## src/rtl/core/gst_pkg.sv

```systemverilog
// Shared types and constants for the group soft-threshold unit
package gst_pkg;
    localparam int DATA_W = 24;
    localparam int SUM_W  = 53;
    localparam int ROOT_W = 27;
    localparam int PROD_W = 51;

    typedef struct packed {
        logic [SUM_W-1:0] square_sum;
        logic             overflow;
    } seg_info_t;
endpackage

```

## src/rtl/core/gst_front.sv

```systemverilog
// Front end: buffer a segment and accumulate its sum of squares
module gst_front
    import gst_pkg::*;
#(
    parameter int MAX_GROUP = 32,
    parameter int CNT_W = 6,
    parameter int IDX_W = 5
)
(
    input  logic                    clk,
    input  logic                    rst_n,
    input  logic                    sample_valid,
    output logic                    sample_stall,
    input  logic signed [DATA_W-1:0] sample,
    input  logic                    segment_end,
    output logic                    wr_en,
    output logic [IDX_W-1:0]        wr_addr,
    output logic [DATA_W-1:0]       wr_data,
    output logic                    seg_valid,
    input  logic                    seg_stall,
    output seg_info_t               seg_info,
    output logic [CNT_W-1:0]        seg_count
);
    logic [SUM_W-1:0] sum_reg, sum_next;
    logic [CNT_W-1:0] fill_reg, fill_next;
    logic             ovf_reg, ovf_next;
    logic             pend_reg, pend_next;
    logic             acc;
    logic             room;
    logic signed [2*DATA_W-1:0] sq;

    assign sample_stall = pend_reg || seg_stall;
    assign acc  = sample_valid && !sample_stall;
    assign room = fill_reg < CNT_W'(MAX_GROUP);
    assign sq   = sample * sample;
    assign wr_en   = acc && room;
    assign wr_addr = fill_reg[IDX_W-1:0];
    assign wr_data = sample;
    assign seg_valid = pend_reg;
    assign seg_info.square_sum = sum_reg;
    assign seg_info.overflow   = ovf_reg;
    assign seg_count = fill_reg;

    always_comb
    begin
        sum_next  = sum_reg;
        fill_next = fill_reg;
        ovf_next  = ovf_reg;
        pend_next = pend_reg;
        if (pend_reg && !seg_stall)
        begin
            sum_next  = '0;
            fill_next = '0;
            ovf_next  = 1'b0;
            pend_next = 1'b0;
        end
        if (acc)
        begin
            if (room)
            begin
                sum_next  = sum_reg + SUM_W'(unsigned'(sq));
                fill_next = fill_reg + CNT_W'(1);
            end
            else
            begin
                ovf_next = 1'b1;
            end
            pend_next = segment_end;
        end
    end

    always_ff @(posedge clk or negedge rst_n)
    begin
        if (!rst_n)
        begin
            sum_reg  <= '0;
            fill_reg <= '0;
            ovf_reg  <= 1'b0;
            pend_reg <= 1'b0;
        end
        else
        begin
            sum_reg  <= sum_next;
            fill_reg <= fill_next;
            ovf_reg  <= ovf_next;
            pend_reg <= pend_next;
        end
    end
endmodule

```

## config.mk

```make
export PLATFORM = sky130hd
export DESIGN_NAME = gst_front
export DESIGN_NICKNAME = d
export VERILOG_FILES = /design/src/rtl/core/gst_pkg.sv /design/src/rtl/core/gst_front.sv
export SDC_FILE = /design/constraint.sdc
export NUM_CORES = 2
export LEC_CHECK = 0
export BUFFER_PORTS_ARGS = -buffer_cell sky130_fd_sc_hd__buf_4
export CORE_ASPECT_RATIO = 1.2
export CORE_MARGIN = 2
export CORE_UTILIZATION = 55
export CTS_CLUSTER_DIAMETER = 60
export DETAILED_ROUTE_END_ITERATION = 12
export HOLD_SLACK_MARGIN = 0.05
export PLACE_DENSITY_LB_ADDON = 0.05
export SLEW_MARGIN = 20
export SYNTH_ARGS = -nofsm -noshare
export SYNTH_HDL_FRONTEND = slang
export SYNTH_SLANG_ARGS = --single-unit
```

## constraint.sdc

```tcl
create_clock -name clk -period 4.1 [get_ports clk]
set_clock_uncertainty 0.15 [all_clocks]
set_input_delay 0.82 -clock clk [delete_from_list [all_inputs] [get_ports clk]]
set_output_delay 0.82 -clock clk [all_outputs]
set_load 0.1 [all_outputs]
```

==> After elaboration in Yosys (flattened, before gate mapping) <==
Cells that the tools add are included.
{ "word_totals": {"register_bits": 61, "latch_bits": 0, "mem_bits_rw": 0, "romBits": 0, "inputBits": 29, "output_inout_bits": 92, "n_memories": 0} }
{ "classes": {"add_sub_neg": 2, "n_mul": 1, "n_div": 0, "n_lt_le_gt_ge": 1, "n_eq_ne": 0, "shift": 0, "n_mux": 11, "bitwise": 0, "n_reduce_logical": 7} }
{ "ops": {"columns": ["operator", "count"], "rows": [
  ["$mux W53", 3],
  ["$add A53 B48 Y53", 1],
  ["$mul A24 B24 Y48", 1],
  ["$mux W6", 3],
  ["$add A6 B1 Y6 const B", 1],
  ["$lt A6 B6 Y1 const B", 1],
  ["$mux W1", 5],
  ["$logic_and A1 B1 Y1", 3],
  ["$logic_not A1 Y1", 2],
  ["$reduce_bool A2 Y1", 1],
  ["$logic_or A1 B1 Y1", 1]
]} }

==> Longest topological paths before layout <==
{ "depth": {"depth_word": 5, "depth_mapped": 37, "mapped_depth_nobuf": 35} }

==> Worst setup path before layout <==
No wires, ideal clock.
{ "synth_timing": {"path_kind": "input -> register", "startpoint": "input port sample[0]", "endpoint": "register sum_reg[51]", "setup_ps": 93, "t_arrival_ps": 8952, "required_ps": 3857, "path_slack_ps": -5095, "path_stages": 35, "path_buffers": 2, "cell_sequence": "clkbuf_1 nand2_1 inv_1 fa_1 fa_1 inv_1 fa_1 inv_1 fa_1 fa_1 fa_1 inv_1 fa_1 inv_1 ha_1 a21o_1 a21o_1 a31o_2 nor3_2 a311oi_2 o21ai_2 nor3b_1 nor2_1 ha_1 buf_2 a21o_1 a21o_1 a21o_1 a21o_1 a2111oi_0 o31ai_1 a21oi_1 nor2_1 o21ai_1 mux2i_1"} }
{ "synth_via": {"elab_chain_cells": 4} }
{ "synth_lines": {"columns": ["item", "line_no", "text"], "rows": [
  ["start, declared", "gst_front.sv:14", "input logic signed [DATA_W-1:0] sample,"],
  ["$mul A24 B24 Y48", "gst_front.sv:35", "assign sq = sample * sample;"],
  ["$add A53 B48 Y53", "gst_front.sv:61", "sum_next = sum_reg + SUM_W'(unsigned'(sq));"],
  ["$mux W53", "gst_front.sv:59", "if (room)"],
  ["$mux W53", "gst_front.sv:57", "if (acc)"],
  ["via sum_next[51]", "gst_front.sv:24", "logic [SUM_W-1:0] sum_reg, sum_next;"],
  ["end signal, assigned", "gst_front.sv:83", "sum_reg <= sum_next;"],
  ["end, declared", "gst_front.sv:24", null]
]} }
The timed path passes the listed nets, and every way through them passes these cells.
A chain may end at the register's enable or synchronous reset.

==> Final worst setup path <==
{ "layout_timing": {"startpoint": "input port sample[2]", "endpoint": "register sum_reg[50]"} }
The elaborated chain is that of the path after synthesis.

==> impl_metrics.toml <==
[run_status]
status = "complete, but fails checks"
violations = "setup timing"

[critical_path]
crit_type = "in -> reg"
arrival_ps = 8890
reg2reg_from = "sum_reg[0]"
required_ps = 4210
critPathMaxFanout = 7
regToRegSetupSlack_ps = 890
slowest_delay_ps = 650
reg2reg_depth = 12
slowest_stage = "fa_2"
startpoint_type = "input pin"
r2r_end = "sum_reg[33]"
end_kind = "register"

[place]
placed_cells = 3690
dp_hpwl_um = 54510
port_buffers = 120
place_congestion = 0.8998

[timing]
slew_headroom_pct = 23.28
rsz0062_at_grt = "yes"
worstMarginPinSlew_ps = 1147
slew_violations = 0
timing.fmax_mhz = 113.9
setup-violations-final = 47
finalWorstSetupSlack_ps = -4678
hold_viol_final = 0
min_period_over_period_pct = 214.1
finalCriticalPeriod_ps = 8778
tns_ps = -176000

[floorplan]
die_x_um = 195.3
start_util_pct = 55.37
rows = 84
die_area_um2 = 45610
dieHeight_um = 233.6
core_area_um2 = 43620
io_pins = 121

[yosys]
ys_seq_area_share_pct = 6.320
synth_top_cells_by_count = "687 x inv_1, 557 x fa_1, 235 x nand2_1, 196 x ha_1, 101 x and2_1"
synth_cells = 2619
synth_area_leaders = "fa_1 46%, inv_1 11%, ha_1 10%"
synth_enable_flop_cells = 0
synth_nets = 3401
async_flop_share_pct = 100.0
synth_top_area_share_pct = 46.17
ys_ff_latch = 61
avgSynthCellArea_um2 = 9.222
synth_most_common_cell = "inv_1"
synth_area_um2 = 24150
synth_warnings = 0
synth_top_area_cell = "fa_1"
synth_top_flop_cell = "dfrtp_1"
yosysUniqueCellTypes = 80

[final_layout]
syn2layout_area_growth_pct = 34.67
n_fill_cell = 3164
fin_nets = 3998
fin_cells = 3780
drive_gt1_share_pct = 34.77
diodes = 0
largest_reg_flops = 53

[global_routing]
antenna_found_initial = 1
grtUsageTotal_pct = 30.27
grt_pass1_wl_um = 109000
grt_overflow = 0
grt_max_degree = 91
grt_pass1_vias = 22110

[detailed_routing]
dr.pass1.iters = 7
via_count = 19750
wl_um = 66070
vias_per_cell = 5.225
wl_per_cell_um = 17.48
drt_iter0_drc = 745
drc_errors = 0
ant_nets = 0

[clock_network]
cts_tree = "built"
ctsHoldBuffers = 0
cts_made_buffers = 9
clkTransAtPathRegs_ps = 60
htreeDepth = 3
clock_path_buffers = 2
worstSkewPairLatency_ps = 340
cts-root-buf = "clkbuf_16"
cts_sinks = 61

[worst_hold_path]
min_from = "seg_count[5]"
hold_path_depth = 2
hold_path_end = "seg_count[5]"
hp-class = "reg -> reg"

[flow_run]
cap_viol_max_count = 0
## through the flow
| step | instance area (µm²) | utilization, % | setup WS [ps] | hold WS [ps] |
|---|---|---|---|---|
| floorplan | 25330 | - | -4475 | 313.7 |
| global placement | 29820 | 68.37 | -5001 | 336.0 |
| detailed placement | 29820 | 68.37 | -5132 | 374.1 |
| CTS | 31170 | 71.47 | -4656 | 384.4 |
| global route | 32520 | 74.57 | -5007 | 435.4 |
| finish | 32520 | 74.57 | -4678 | 373.8 |
## metal layers
| metal | wire [µm] | track usage (%) |
|---|---|---|
| met2 | 36340 | 56.67 |
| met4 | 2427 | 10.35 |
| met5 | 0 | 0 |
| met1 | 25350 | 36.94 |
| met3 | 1950 | 2.195 |
## critical path, delay by kind of cell
kind / cells / cell delay, ps
adder cells (fa/ha/maj): 9 / 4260
buffers and inverters: 7 / 580
XOR/XNOR: 1 / 120
AO/OA/AOI/OAI: 9 / 1520
AND/OR/NAND/NOR: 7 / 1570
## logic make-up (layout without fill, tap and decap cells)
| family | Yosys count | count (layout) | share of synthesized area, % |
|---|---|---|---|
| flops | 61 | 61 | 6.320 |
| fa+ha+maj | 753 | 753 | 56.32 |
| mux | 4 | 4 | 0.1710 |
| compound gates | 344 | 344 | 9.434 |
| simple gates | 556 | 556 | 11.08 |
| buf+inv | 795 | 1397 | 12.83 |
| xor+xnor | 106 | 106 | 3.844 |
## timing repair
| item | 4_1_cts | 5_1_grt |
|---|---|---|
| endpoints found under the setup margin | 48 | 48 |
| gates cloned | 2 | 1 |
| pin swaps | 104 | 161 |
| gates resized for setup | 191 | 244 |
| setup buffers | 30 | 44 |
## cell usage in the layout, fill, tap and decap left out, drive strengths merged, types with 67 or more instances in the layout
cell	count
buf	693
inv	687
fa	557
nand2	235
ha	196
and2	102
o21ai	94
a21oi	93
xnor2	68
nor2	67
## worst max-delay path by stage
stage                     startpoint     endpoint  slack, ps  cells past startpoint
after floorplan           sample[23]  sum_reg[51]      -4470                     35
after global placement     sample[2]  sum_reg[51]      -5000                     34
after CTS                  sample[2]  sum_reg[51]      -4660                     34
after detailed placement   sample[2]  sum_reg[49]      -5130                     34
final                      sample[2]  sum_reg[50]      -4680                     33
after global routing       sample[2]  sum_reg[49]      -5010                     35
## layout make-up
type | count | area (µm²) | area share [%]
multi-input combinational | 1763 | 21590 | 66.39
tap | 559 | 699.4 | 2.150
timing repair buffer | 693 | 5809 | 17.86
inverter | 688 | 2596 | 7.982
clock buffer | 10 | 229.0 | 0.7040
clock inverter | 6 | 71.32 | 0.2193
sequential | 61 | 1526 | 4.693
Power is left out: the tool's default activity adds up to more than one toggle a clock period on the data nets, which glitch-free logic cannot reach.
