File: src/rtl/core/gst_pkg.sv
// Shared types and constants for the group soft-threshold unit
package gst_pkg;
    localparam int DATA_W = 24;
    localparam int SUM_W  = 53;
    localparam int ROOT_W = 27;
    localparam int PROD_W = 51;

    typedef struct packed {
        logic [SUM_W-1:0] square_sum;
        logic             overflow;
    } seg_info_t;
endpackage

File: src/rtl/core/gst_back.sv
// Back end: root, divide and emit the scaled segment
module gst_back
    import gst_pkg::*;
#(
    parameter int CNT_W = 6,
    parameter int IDX_W = 5
)
(
    input  logic                     clk,
    input  logic                     rst_n,
    input  logic [DATA_W-1:0]        threshold,
    input  logic                     seg_valid,
    output logic                     seg_stall,
    input  seg_info_t                seg_info,
    input  logic [CNT_W-1:0]         seg_count,
    output logic [IDX_W-1:0]         rd_addr,
    input  logic signed [DATA_W-1:0] rd_data,
    output logic                     out_valid,
    input  logic                     out_stall,
    output logic [DATA_W-1:0]        shrunk,
    output logic                     run_end,
    output logic                     overflowed
);
    localparam logic [2:0] S_IDLE = 3'd0;
    localparam logic [2:0] S_ROOT = 3'd1;
    localparam logic [2:0] S_READ = 3'd2;
    localparam logic [2:0] S_MUL  = 3'd3;
    localparam logic [2:0] S_DIV  = 3'd4;
    localparam logic [2:0] S_OUT  = 3'd5;
    localparam int STEP_W = $clog2(PROD_W + 1);

    logic [2:0]        state_reg, state_next;
    logic [SUM_W:0]    rem_reg, rem_next;
    logic [SUM_W:0]    sum_reg, sum_next;
    logic [ROOT_W-1:0] root_reg, root_next;
    logic [STEP_W-1:0] step_reg, step_next;
    logic [CNT_W-1:0]  cnt_reg, cnt_next, idx_reg, idx_next;
    logic              ovf_reg, ovf_next, pass_reg, pass_next;
    logic [ROOT_W-1:0] keep_reg, keep_next;
    logic              neg_reg, neg_next;
    logic [PROD_W-1:0] quo_reg, quo_next;
    logic [ROOT_W:0]   drem_reg, drem_next;
    logic [DATA_W-1:0] shr_reg, shr_next;
    logic              end_reg, end_next;

    logic [SUM_W+1:0]  trial;
    logic [ROOT_W:0]   dtrial;
    logic [DATA_W-1:0] mag;
    logic [2*DATA_W-1:0] thr_sq;

    assign seg_stall  = state_reg != S_IDLE;
    assign rd_addr    = idx_reg[IDX_W-1:0];
    assign out_valid  = state_reg == S_OUT;
    assign shrunk     = shr_reg;
    assign run_end    = end_reg;
    assign overflowed = ovf_reg;
    assign thr_sq     = threshold * threshold;
    assign mag        = rd_data[DATA_W-1] ? DATA_W'(-rd_data) : DATA_W'(rd_data);

    always_comb
    begin
        state_next = state_reg;
        rem_next = rem_reg; sum_next = sum_reg; root_next = root_reg;
        step_next = step_reg; cnt_next = cnt_reg; idx_next = idx_reg;
        ovf_next = ovf_reg; pass_next = pass_reg; keep_next = keep_reg;
        neg_next = neg_reg; quo_next = quo_reg; drem_next = drem_reg;
        shr_next = shr_reg; end_next = end_reg;
        trial  = '0;
        dtrial = '0;
        unique case (state_reg)
            S_IDLE:
            begin
                if (seg_valid)
                begin
                    sum_next  = {1'b0, seg_info.square_sum};
                    rem_next  = '0;
                    root_next = '0;
                    ovf_next  = seg_info.overflow;
                    cnt_next  = seg_count;
                    idx_next  = '0;
                    pass_next = seg_info.square_sum > SUM_W'(thr_sq);
                    step_next = STEP_W'(ROOT_W);
                    state_next = (seg_count == '0) ? S_IDLE : S_ROOT;
                end
            end
            S_ROOT:
            begin
                rem_next = {rem_reg[SUM_W-2:0], sum_reg[SUM_W:SUM_W-1]};
                sum_next = {sum_reg[SUM_W-2:0], 2'b00};
                trial = {rem_reg[SUM_W-1:0], sum_reg[SUM_W:SUM_W-1]}
                        - {(SUM_W+2-ROOT_W-2)'(0), root_reg, 2'b01};
                if (!trial[SUM_W+1])
                begin
                    rem_next  = trial[SUM_W:0];
                    root_next = {root_reg[ROOT_W-2:0], 1'b1};
                end
                else
                begin
                    root_next = {root_reg[ROOT_W-2:0], 1'b0};
                end
                step_next = step_reg - STEP_W'(1);
                if (step_reg == STEP_W'(1))
                begin
                    state_next = S_READ;
                end
            end
            S_READ:
            begin
                keep_next  = root_reg - ROOT_W'(threshold);
                state_next = S_MUL;
            end
            S_MUL:
            begin
                neg_next  = rd_data[DATA_W-1];
                quo_next  = PROD_W'(mag) * PROD_W'(keep_reg);
                drem_next = '0;
                step_next = STEP_W'(PROD_W);
                state_next = S_DIV;
            end
            S_DIV:
            begin
                dtrial = {drem_reg[ROOT_W-1:0], quo_reg[PROD_W-1]} - {1'b0, root_reg};
                quo_next = {quo_reg[PROD_W-2:0], !dtrial[ROOT_W]};
                drem_next = dtrial[ROOT_W] ? {drem_reg[ROOT_W-1:0], quo_reg[PROD_W-1]}
                                           : dtrial;
                step_next = step_reg - STEP_W'(1);
                if (step_reg == STEP_W'(1))
                begin
                    state_next = S_OUT;
                end
            end
            S_OUT:
            begin
                if (!out_stall)
                begin
                    idx_next = idx_reg + CNT_W'(1);
                    state_next = (idx_reg + CNT_W'(1) == cnt_reg) ? S_IDLE : S_READ;
                end
            end
            default:
            begin
                state_next = S_IDLE;
            end
        endcase
        if (state_reg == S_DIV && step_reg == STEP_W'(1))
        begin
            if (!pass_reg || root_reg == '0)
            begin
                shr_next = '0;
            end
            else
            begin
                shr_next = neg_reg ? DATA_W'(-quo_next[DATA_W-1:0])
                                   : quo_next[DATA_W-1:0];
            end
            end_next = idx_reg + CNT_W'(1) == cnt_reg;
        end
    end

    always_ff @(posedge clk or negedge rst_n)
    begin
        if (!rst_n)
        begin
            state_reg <= S_IDLE;
            step_reg  <= '0;
            cnt_reg   <= '0;
            idx_reg   <= '0;
        end
        else
        begin
            state_reg <= state_next;
            step_reg  <= step_next;
            cnt_reg   <= cnt_next;
            idx_reg   <= idx_next;
        end
    end

    always_ff @(posedge clk)
    begin
        rem_reg <= rem_next; sum_reg <= sum_next; root_reg <= root_next;
        ovf_reg <= ovf_next; pass_reg <= pass_next; keep_reg <= keep_next;
        neg_reg <= neg_next; quo_reg <= quo_next; drem_reg <= drem_next;
        shr_reg <= shr_next; end_reg <= end_next;
    end
endmodule

File: config.mk
export PLATFORM = sky130hd
export DESIGN_NAME = gst_back
export DESIGN_NICKNAME = d
export VERILOG_FILES = /design/src/rtl/core/gst_pkg.sv /design/src/rtl/core/gst_back.sv
export SDC_FILE = /design/constraint.sdc
export NUM_CORES = 2
export LEC_CHECK = 0
export ABC_AREA = 1
export BUFFER_PORTS_ARGS = -buffer_cell sky130_fd_sc_hd__buf_2
export CAP_MARGIN = 40
export CORE_MARGIN = 3
export CORE_UTILIZATION = 47
export DETAILED_ROUTE_END_ITERATION = 8
export PLACE_DENSITY_LB_ADDON = 0.05
export SLEW_MARGIN = 20
export SYNTH_ARGS = -nofsm -noshare
export SYNTH_HDL_FRONTEND = slang
export SYNTH_SLANG_ARGS = --single-unit
File: constraint.sdc
create_clock -name clk -period 8.2 [get_ports clk]
set_input_delay 0 -clock clk [delete_from_list [all_inputs] [get_ports clk]]
set_output_delay 0 -clock clk [all_outputs]
set_load 0.01 [all_outputs]
# After elaboration in Yosys (flattened, before gate mapping)
# Index checks and enable logic that the tools add are counted.
[op_classes]
n_mul = 2
magnitude_cmp = 1
reduce_logical = 18
eq_ne = 11
addsub = 7
n_mux = 25
[ops]
columns = ["cell", "n"]
rows = [
  ["$pmux 27 s2", 2],
  ["$pmux 54 s2", 1],
  ["$mux 53", 2],
  ["$pmux 53 s2", 1],
  ["$pmux 51 s2", 1],
  ["$sub 55x29->55", 1],
  ["$mux 27", 2],
  ["$mux 54", 1],
  ["$gt 53x48->1", 1],
  ["$mul 24x27->51", 1],
  ["$mul 24x24->48", 1],
  ["$mux 24", 2],
  ["$neg 24->24", 2],
  ["$sub 28x27->28", 1],
  ["$logic_not 27->1", 1],
  ["$sub 27x24->27", 1],
  ["$mux 6", 3],
  ["$pmux 3 s6", 1],
  ["$pmux 6 s3", 1],
  ["$mux 3", 4],
  ["$pmux 6 s2", 1],
  ["$ne 2x2->1 const B", 4],
  ["$add 6x1->6 const B", 1],
  ["$eq 3x2->1 const B", 2],
  ["other kinds (18)", 26],
]
[totals]
output_inout_bits = 33
ff_bits = 288
input_bits = 112
elab_cells = 80

# Longest topological paths before layout
[logic_depth]
depth_word = 6
depth_mapped = 47
ltp_nobuf = 45

# Least setup slack after synthesis
# No wires, ideal clock.
[synth_timing]
path_type = "input port to flip-flop"
startpoint = "input port rd_data[0]"
endpoint = "register quo_reg[40], data pin"
slack_ps = 712
setup_time_ps = 253
path_buffers = 3
arrival_ps = 7235
cell_stages = 41
path_cell_list = "clkbuf_1 buf_1 inv_1 ha_1 inv_1 nor2_1 nand2_1 nor3_2 nand3_2 o21ai_0 or2_2 nand2_1 clkbuf_1 nand2_1 fa_1 inv_1 fa_1 fa_1 (+5 left out) inv_1 fa_1 inv_1 ha_1 nand2_1 inv_1 nand2_1 nand3_1 a21oi_1 nand2_1 a21oi_1 o21ai_0 nand2_1 nand2_1 nand2_1 nand3b_1 nand3_1 nand2_1"
[synth_between]
elab_chain_len = 4
[synth_rtl]
columns = ["item", "line_no", "rtl"]
rows = [
  ["start: declaration", "gst_back.sv:17", "input logic signed [DATA_W-1:0] rd_data,"],
  ["$neg 24->24", "gst_back.sv:58", "assign mag = rd_data[DATA_W-1] ? DATA_W'(-rd_data) : DATA_W'(rd_data);"],
  ["$mux 24 (*)", "gst_back.sv:58", ""],
  ["$mul 24x27->51 (*)", "gst_back.sv:115", "quo_next = PROD_W'(mag) * PROD_W'(keep_reg);"],
  ["$pmux 51 s2 (*)", "gst_back.sv:70", "unique case (state_reg)"],
  ["via quo_next[40]", "gst_back.sv:41", "logic [PROD_W-1:0] quo_reg, quo_next;"],
  ["end signal: assignment", "gst_back.sv:182", "neg_reg <= neg_next; quo_reg <= quo_next; drem_reg <= drem_next;"],
  ["end: declaration", "gst_back.sv:41", ""],
]
# The timed path passes the listed nets; every way through them passes the cells marked *.
# A chain may end at the register's enable or synchronous reset.

# Final worst setup path
[layout_timing]
startpoint = "register keep_reg[13]"
endpoint = "register quo_reg[31], data pin"
[layout_between]
elab_chain_len = 2
[layout_rtl]
columns = ["item", "line_no", "rtl"]
rows = [
  ["start: declaration", "gst_back.sv:39", "logic [ROOT_W-1:0] keep_reg, keep_next;"],
  ["start signal: assignment", "gst_back.sv:181", "ovf_reg <= ovf_next; pass_reg <= pass_next; keep_reg <= keep_next;"],
  ["$mul 24x27->51", "gst_back.sv:115", ""],
  ["$pmux 51 s2", "gst_back.sv:70", ""],
  ["via quo_next[31]", "gst_back.sv:41", ""],
]
# The timed path passes the listed nets, and every way through them passes these cells.

==> metrics.log <==
[metrics] run status: complete, no violations
[metrics] Sinks on Clock Net: between 200 and 300
[metrics] cell at the root of the clock tree: sky130_fd_sc_hd__clkbuf_16
[metrics] classification of the worst setup path: flip-flop to flip-flop
[metrics] worst slack at placement: between 0.15 and 0.2 ns
[metrics] post-cts sizing count: 0
[metrics] height of the chip: 357.2 µm
[metrics] largest area contributor in the netlist: sky130_fd_sc_hd__fa_1
[metrics] total global routing overflow: 0
[metrics] total global routing track utilization: 0.2844
[metrics] beginning of the worst register-to-register path: keep_reg[13]$_DFFE_PP_
[metrics] CTS tree: built
[metrics] starting density of the core: 0.4750
[metrics] kind of start point of the critical path: flip-flop
[metrics] setup slack, reg-to-reg: 0.41 ns
[metrics] IO Pins: 145
[metrics] Vias/cell: just over 5
[metrics] post-synthesis instance area: ~58000 µm²
[metrics] worst min path class: primary input to flip-flop
[metrics] number of hold violations in the final report: 0
[metrics] Skew-Pair Late Insertion Delay: approximately 0.55 ns
[metrics] x dimension of the die: 357.2 µm
[metrics] final weighted congestion in routability-driven placement: 0.9394
[metrics] crit path max fanout: 11
[metrics] Vias: approximately 47000
[metrics] hold buffers post-CTS: between 60 and 70
[metrics] nets: 9052
[metrics] fmax: about 130 MHz
[metrics] worst hold slack after final layout: just over 0.07 ns
[metrics] remaining number of nets flagged by the antenna check after routing: 0
[metrics] number of pins with negative max-slew slack in the final report: 0
[metrics] buffer depth of the longest clock path: 3
[metrics] Synth Flop Type: sky130_fd_sc_hd__edfxtp_1
[metrics] floorplan die area: approximately 130000 µm²
[metrics] post-synthesis cell type count: 67
[metrics] share of final-layout standard cells stronger than drive strength 1: 0.06016
[metrics] hold path depth: 2
[metrics] endpoint type of the worst setup path: flip-flop
[metrics] iteration-0 DRC count of the detailed router: approximately 3100
[metrics] flops & latches, synth: between 200 and 300
[metrics] mean instance size in the synthesized netlist: just under 8 µm²
[metrics] total setup violations reported at the end of the flow: 0
[metrics] Min Clock Period, post-route: roughly 7.8 ns
[metrics] CP Launch Point: keep_reg[13]$_DFFE_PP_
[metrics] dominant cell type by count on the critical path: sky130_fd_sc_hd__nand2_1
[metrics] standard cell with the maximum stage delay on the critical path: sky130_fd_sc_hd__edfxtp_1
[metrics] stage delay of the slowest cell on the critical path: approximately 0.9 ns
[metrics] sequential area share after synthesis: 0.1432
[metrics] synthesized net count: between 8000 and 9000
[metrics] first-pass GRT wire length: approximately 280 mm
[metrics] number of violations of the max-capacitance limit: 0
[metrics] TritonCTS Buffers: 34
[metrics] Crit Reg-Reg Endpoint: quo_reg[31]$_DFFE_PN_
[metrics] setup repair after global routing missed its margin: false
[metrics] top-area cell type share of the netlist area: 0.3395
[metrics] per-cell routed wire length: a little under 20 µm
[metrics] arrival time reported for the critical path endpoint: roughly 8.1 ns
[metrics] Fin Clk Skew: ~0.017 ns
[metrics] warning count from the yosys run: 0
[metrics] detailed-router iteration count before antenna repair: 6
[metrics] Synth area leaders: sky130_fd_sc_hd__fa_1, sky130_fd_sc_hd__edfxtp_1, sky130_fd_sc_hd__inv_1
[metrics] slew margin rel.: 0.4039
[metrics] flip-flop count of the largest register, all copies and words added: 54
[metrics] number of global-route vias before repair: between 40000 and 50000
[metrics] required time reported for the critical path endpoint: between 8 and 9 ns
[metrics] Core ar.: 122000 µm²
[metrics] hold_sp: rd_data[23]
[metrics] clock input transition at the sequential cells of the worst setup and hold paths: about 0.060 ns
[metrics] growth of design area from synthesis to finish: 8.261%
[metrics] R2R depth: 26
[metrics] count of unresolved DRC violations after routing: 0
[metrics] count of flip-flops with a built-in enable after synthesis: ~240
[metrics] number of antenna violations at the first check in global routing: 1
[metrics] slew at the pin closest to its max-slew limit: a little under 0.9 ns
[metrics] final worst setup slack: just over 0.4 ns
[metrics] total negative slack for setup checks: 0 ns
[metrics] Detail Placement HPWL: 146.8 mm
[metrics] wirelength, routed: about 180 mm
[metrics] hold-critical path endpoint: neg_reg$_DFFE_PP_
[metrics] number of port buffers: 144
[metrics] total of fill cells in the finished design: roughly 12000
[metrics] number of cells produced by synthesis: 7291
[metrics] largest net degree at the start of global routing: 82
[metrics] fraction of registers with async set/reset: 0.07292
[metrics] row count: 128
[metrics] share of the clock period used by the worst path after layout: 0.9501
[metrics] number of buffers inserted by post-CTS setup repair: 0
[metrics] number of levels the H-tree was split into: 2
-- logic make-up after synthesis --
| family | synth area share |
|---|---|
| adder cells (fa/ha/maj) | 0.4440 |
| AND/OR/NAND/NOR | 0.1775 |
| buffers and inverters | 0.1370 |
| XOR/XNOR | 0.02461 |
| flip-flops | 0.1432 |
| AO/OA/AOI/OAI | 0.07361 |
-- final cells by class --
| cell class | count | area [µm²] | area share |
|---|---|---|---|
| clock inverter | 19 | 234.0 | 0.003729 |
| timing repair buffer | 354 | 2532 | 0.04036 |
| sequential | 288 | 8303 | 0.1323 |
| antenna | 2 | 5.005 | 0.00007976 |
| multi-input combinational | 4934 | 41740 | 0.6652 |
| inverter | 1861 | 6994 | 0.1115 |
| tap | 1625 | 2033 | 0.03240 |
| clock buffer | 41 | 908.4 | 0.01448 |
-- layer usage --
metal	GRT usage	share of wire	vias up
met4	0.08993	0.037	2
met1	0.3733	0.43	23440
met3	0.02427	0.045	240
met2	0.4985	0.49	1204
li1	-	-	22260
met5	0	0.000074	-
-- synthesized netlist by cell type, types with 50 or more instances --
library cell               number
sky130_fd_sc_hd__clkbuf_1     156
sky130_fd_sc_hd__ha_1         484
sky130_fd_sc_hd__nand3_1      144
sky130_fd_sc_hd__fa_1         983
sky130_fd_sc_hd__nand2_1     1555
sky130_fd_sc_hd__edfxtp_1     243
sky130_fd_sc_hd__xnor2_1       81
sky130_fd_sc_hd__nor2_1       633
sky130_fd_sc_hd__o21ai_0      254
sky130_fd_sc_hd__nor3_1        50
sky130_fd_sc_hd__xor2_1        75
sky130_fd_sc_hd__a21oi_1      348
sky130_fd_sc_hd__inv_1       1837
-- per-stage QoR --
step,utilization,area [µm²],std cells
after floorplan,-,57960,7291
after global placement,0.4987,60860,8991
after detailed placement,0.4992,60920,8994
after CTS,0.5139,62720,9120
after global routing,0.5142,62750,9122
final,0.5142,62750,9124
-- worst max-delay path: cells and delay by family (launching register included) --
kind	cells	cell delay, ns
adders and majority gates	8	3.92
and+or+nand+nor	9	0.99
AOI/OAI and AO/OA	4	0.99
DFF	1	0.88
buffers and inverters	5	0.71
-- cells in the final DEF (no fill, tap or decap), drive strengths merged, types with 20 or more instances in the layout --
cell,instances
a21o,20
a21oi,352
a31oi,27
buf,287
clkbuf,43
dfrtp,21
dfxtp,24
dlygate4sd3,65
edfxtp,243
fa,983
ha,484
inv,1855
nand2,1576
nand3,151
nand4,43
nor2,652
nor3,54
nor4,21
o211ai,22
o21ai,264
o21bai,22
or2,20
xnor2,81
xor2,78
-- worst max-delay path by stage --
stage | endpoint | slack (ns) | cells past startpoint
finish | quo_reg[31]$_DFFE_PN_ | 0.41 | 26
global route | quo_reg[44]$_DFFE_PN_ | 0.09 | 27
CTS | quo_reg[47]$_DFFE_PN_ | 0.45 | 29
detailed placement | pass_reg$_DFFE_PP_ | 0.15 | 30
global placement | pass_reg$_DFFE_PP_ | 0.12 | 30
floorplan | quo_reg[40]$_DFFE_PN_ | 0.71 | 41
Power is left out: the tool's default activity adds up to more than one toggle a clock period on the data nets, which glitch-free logic cannot reach.
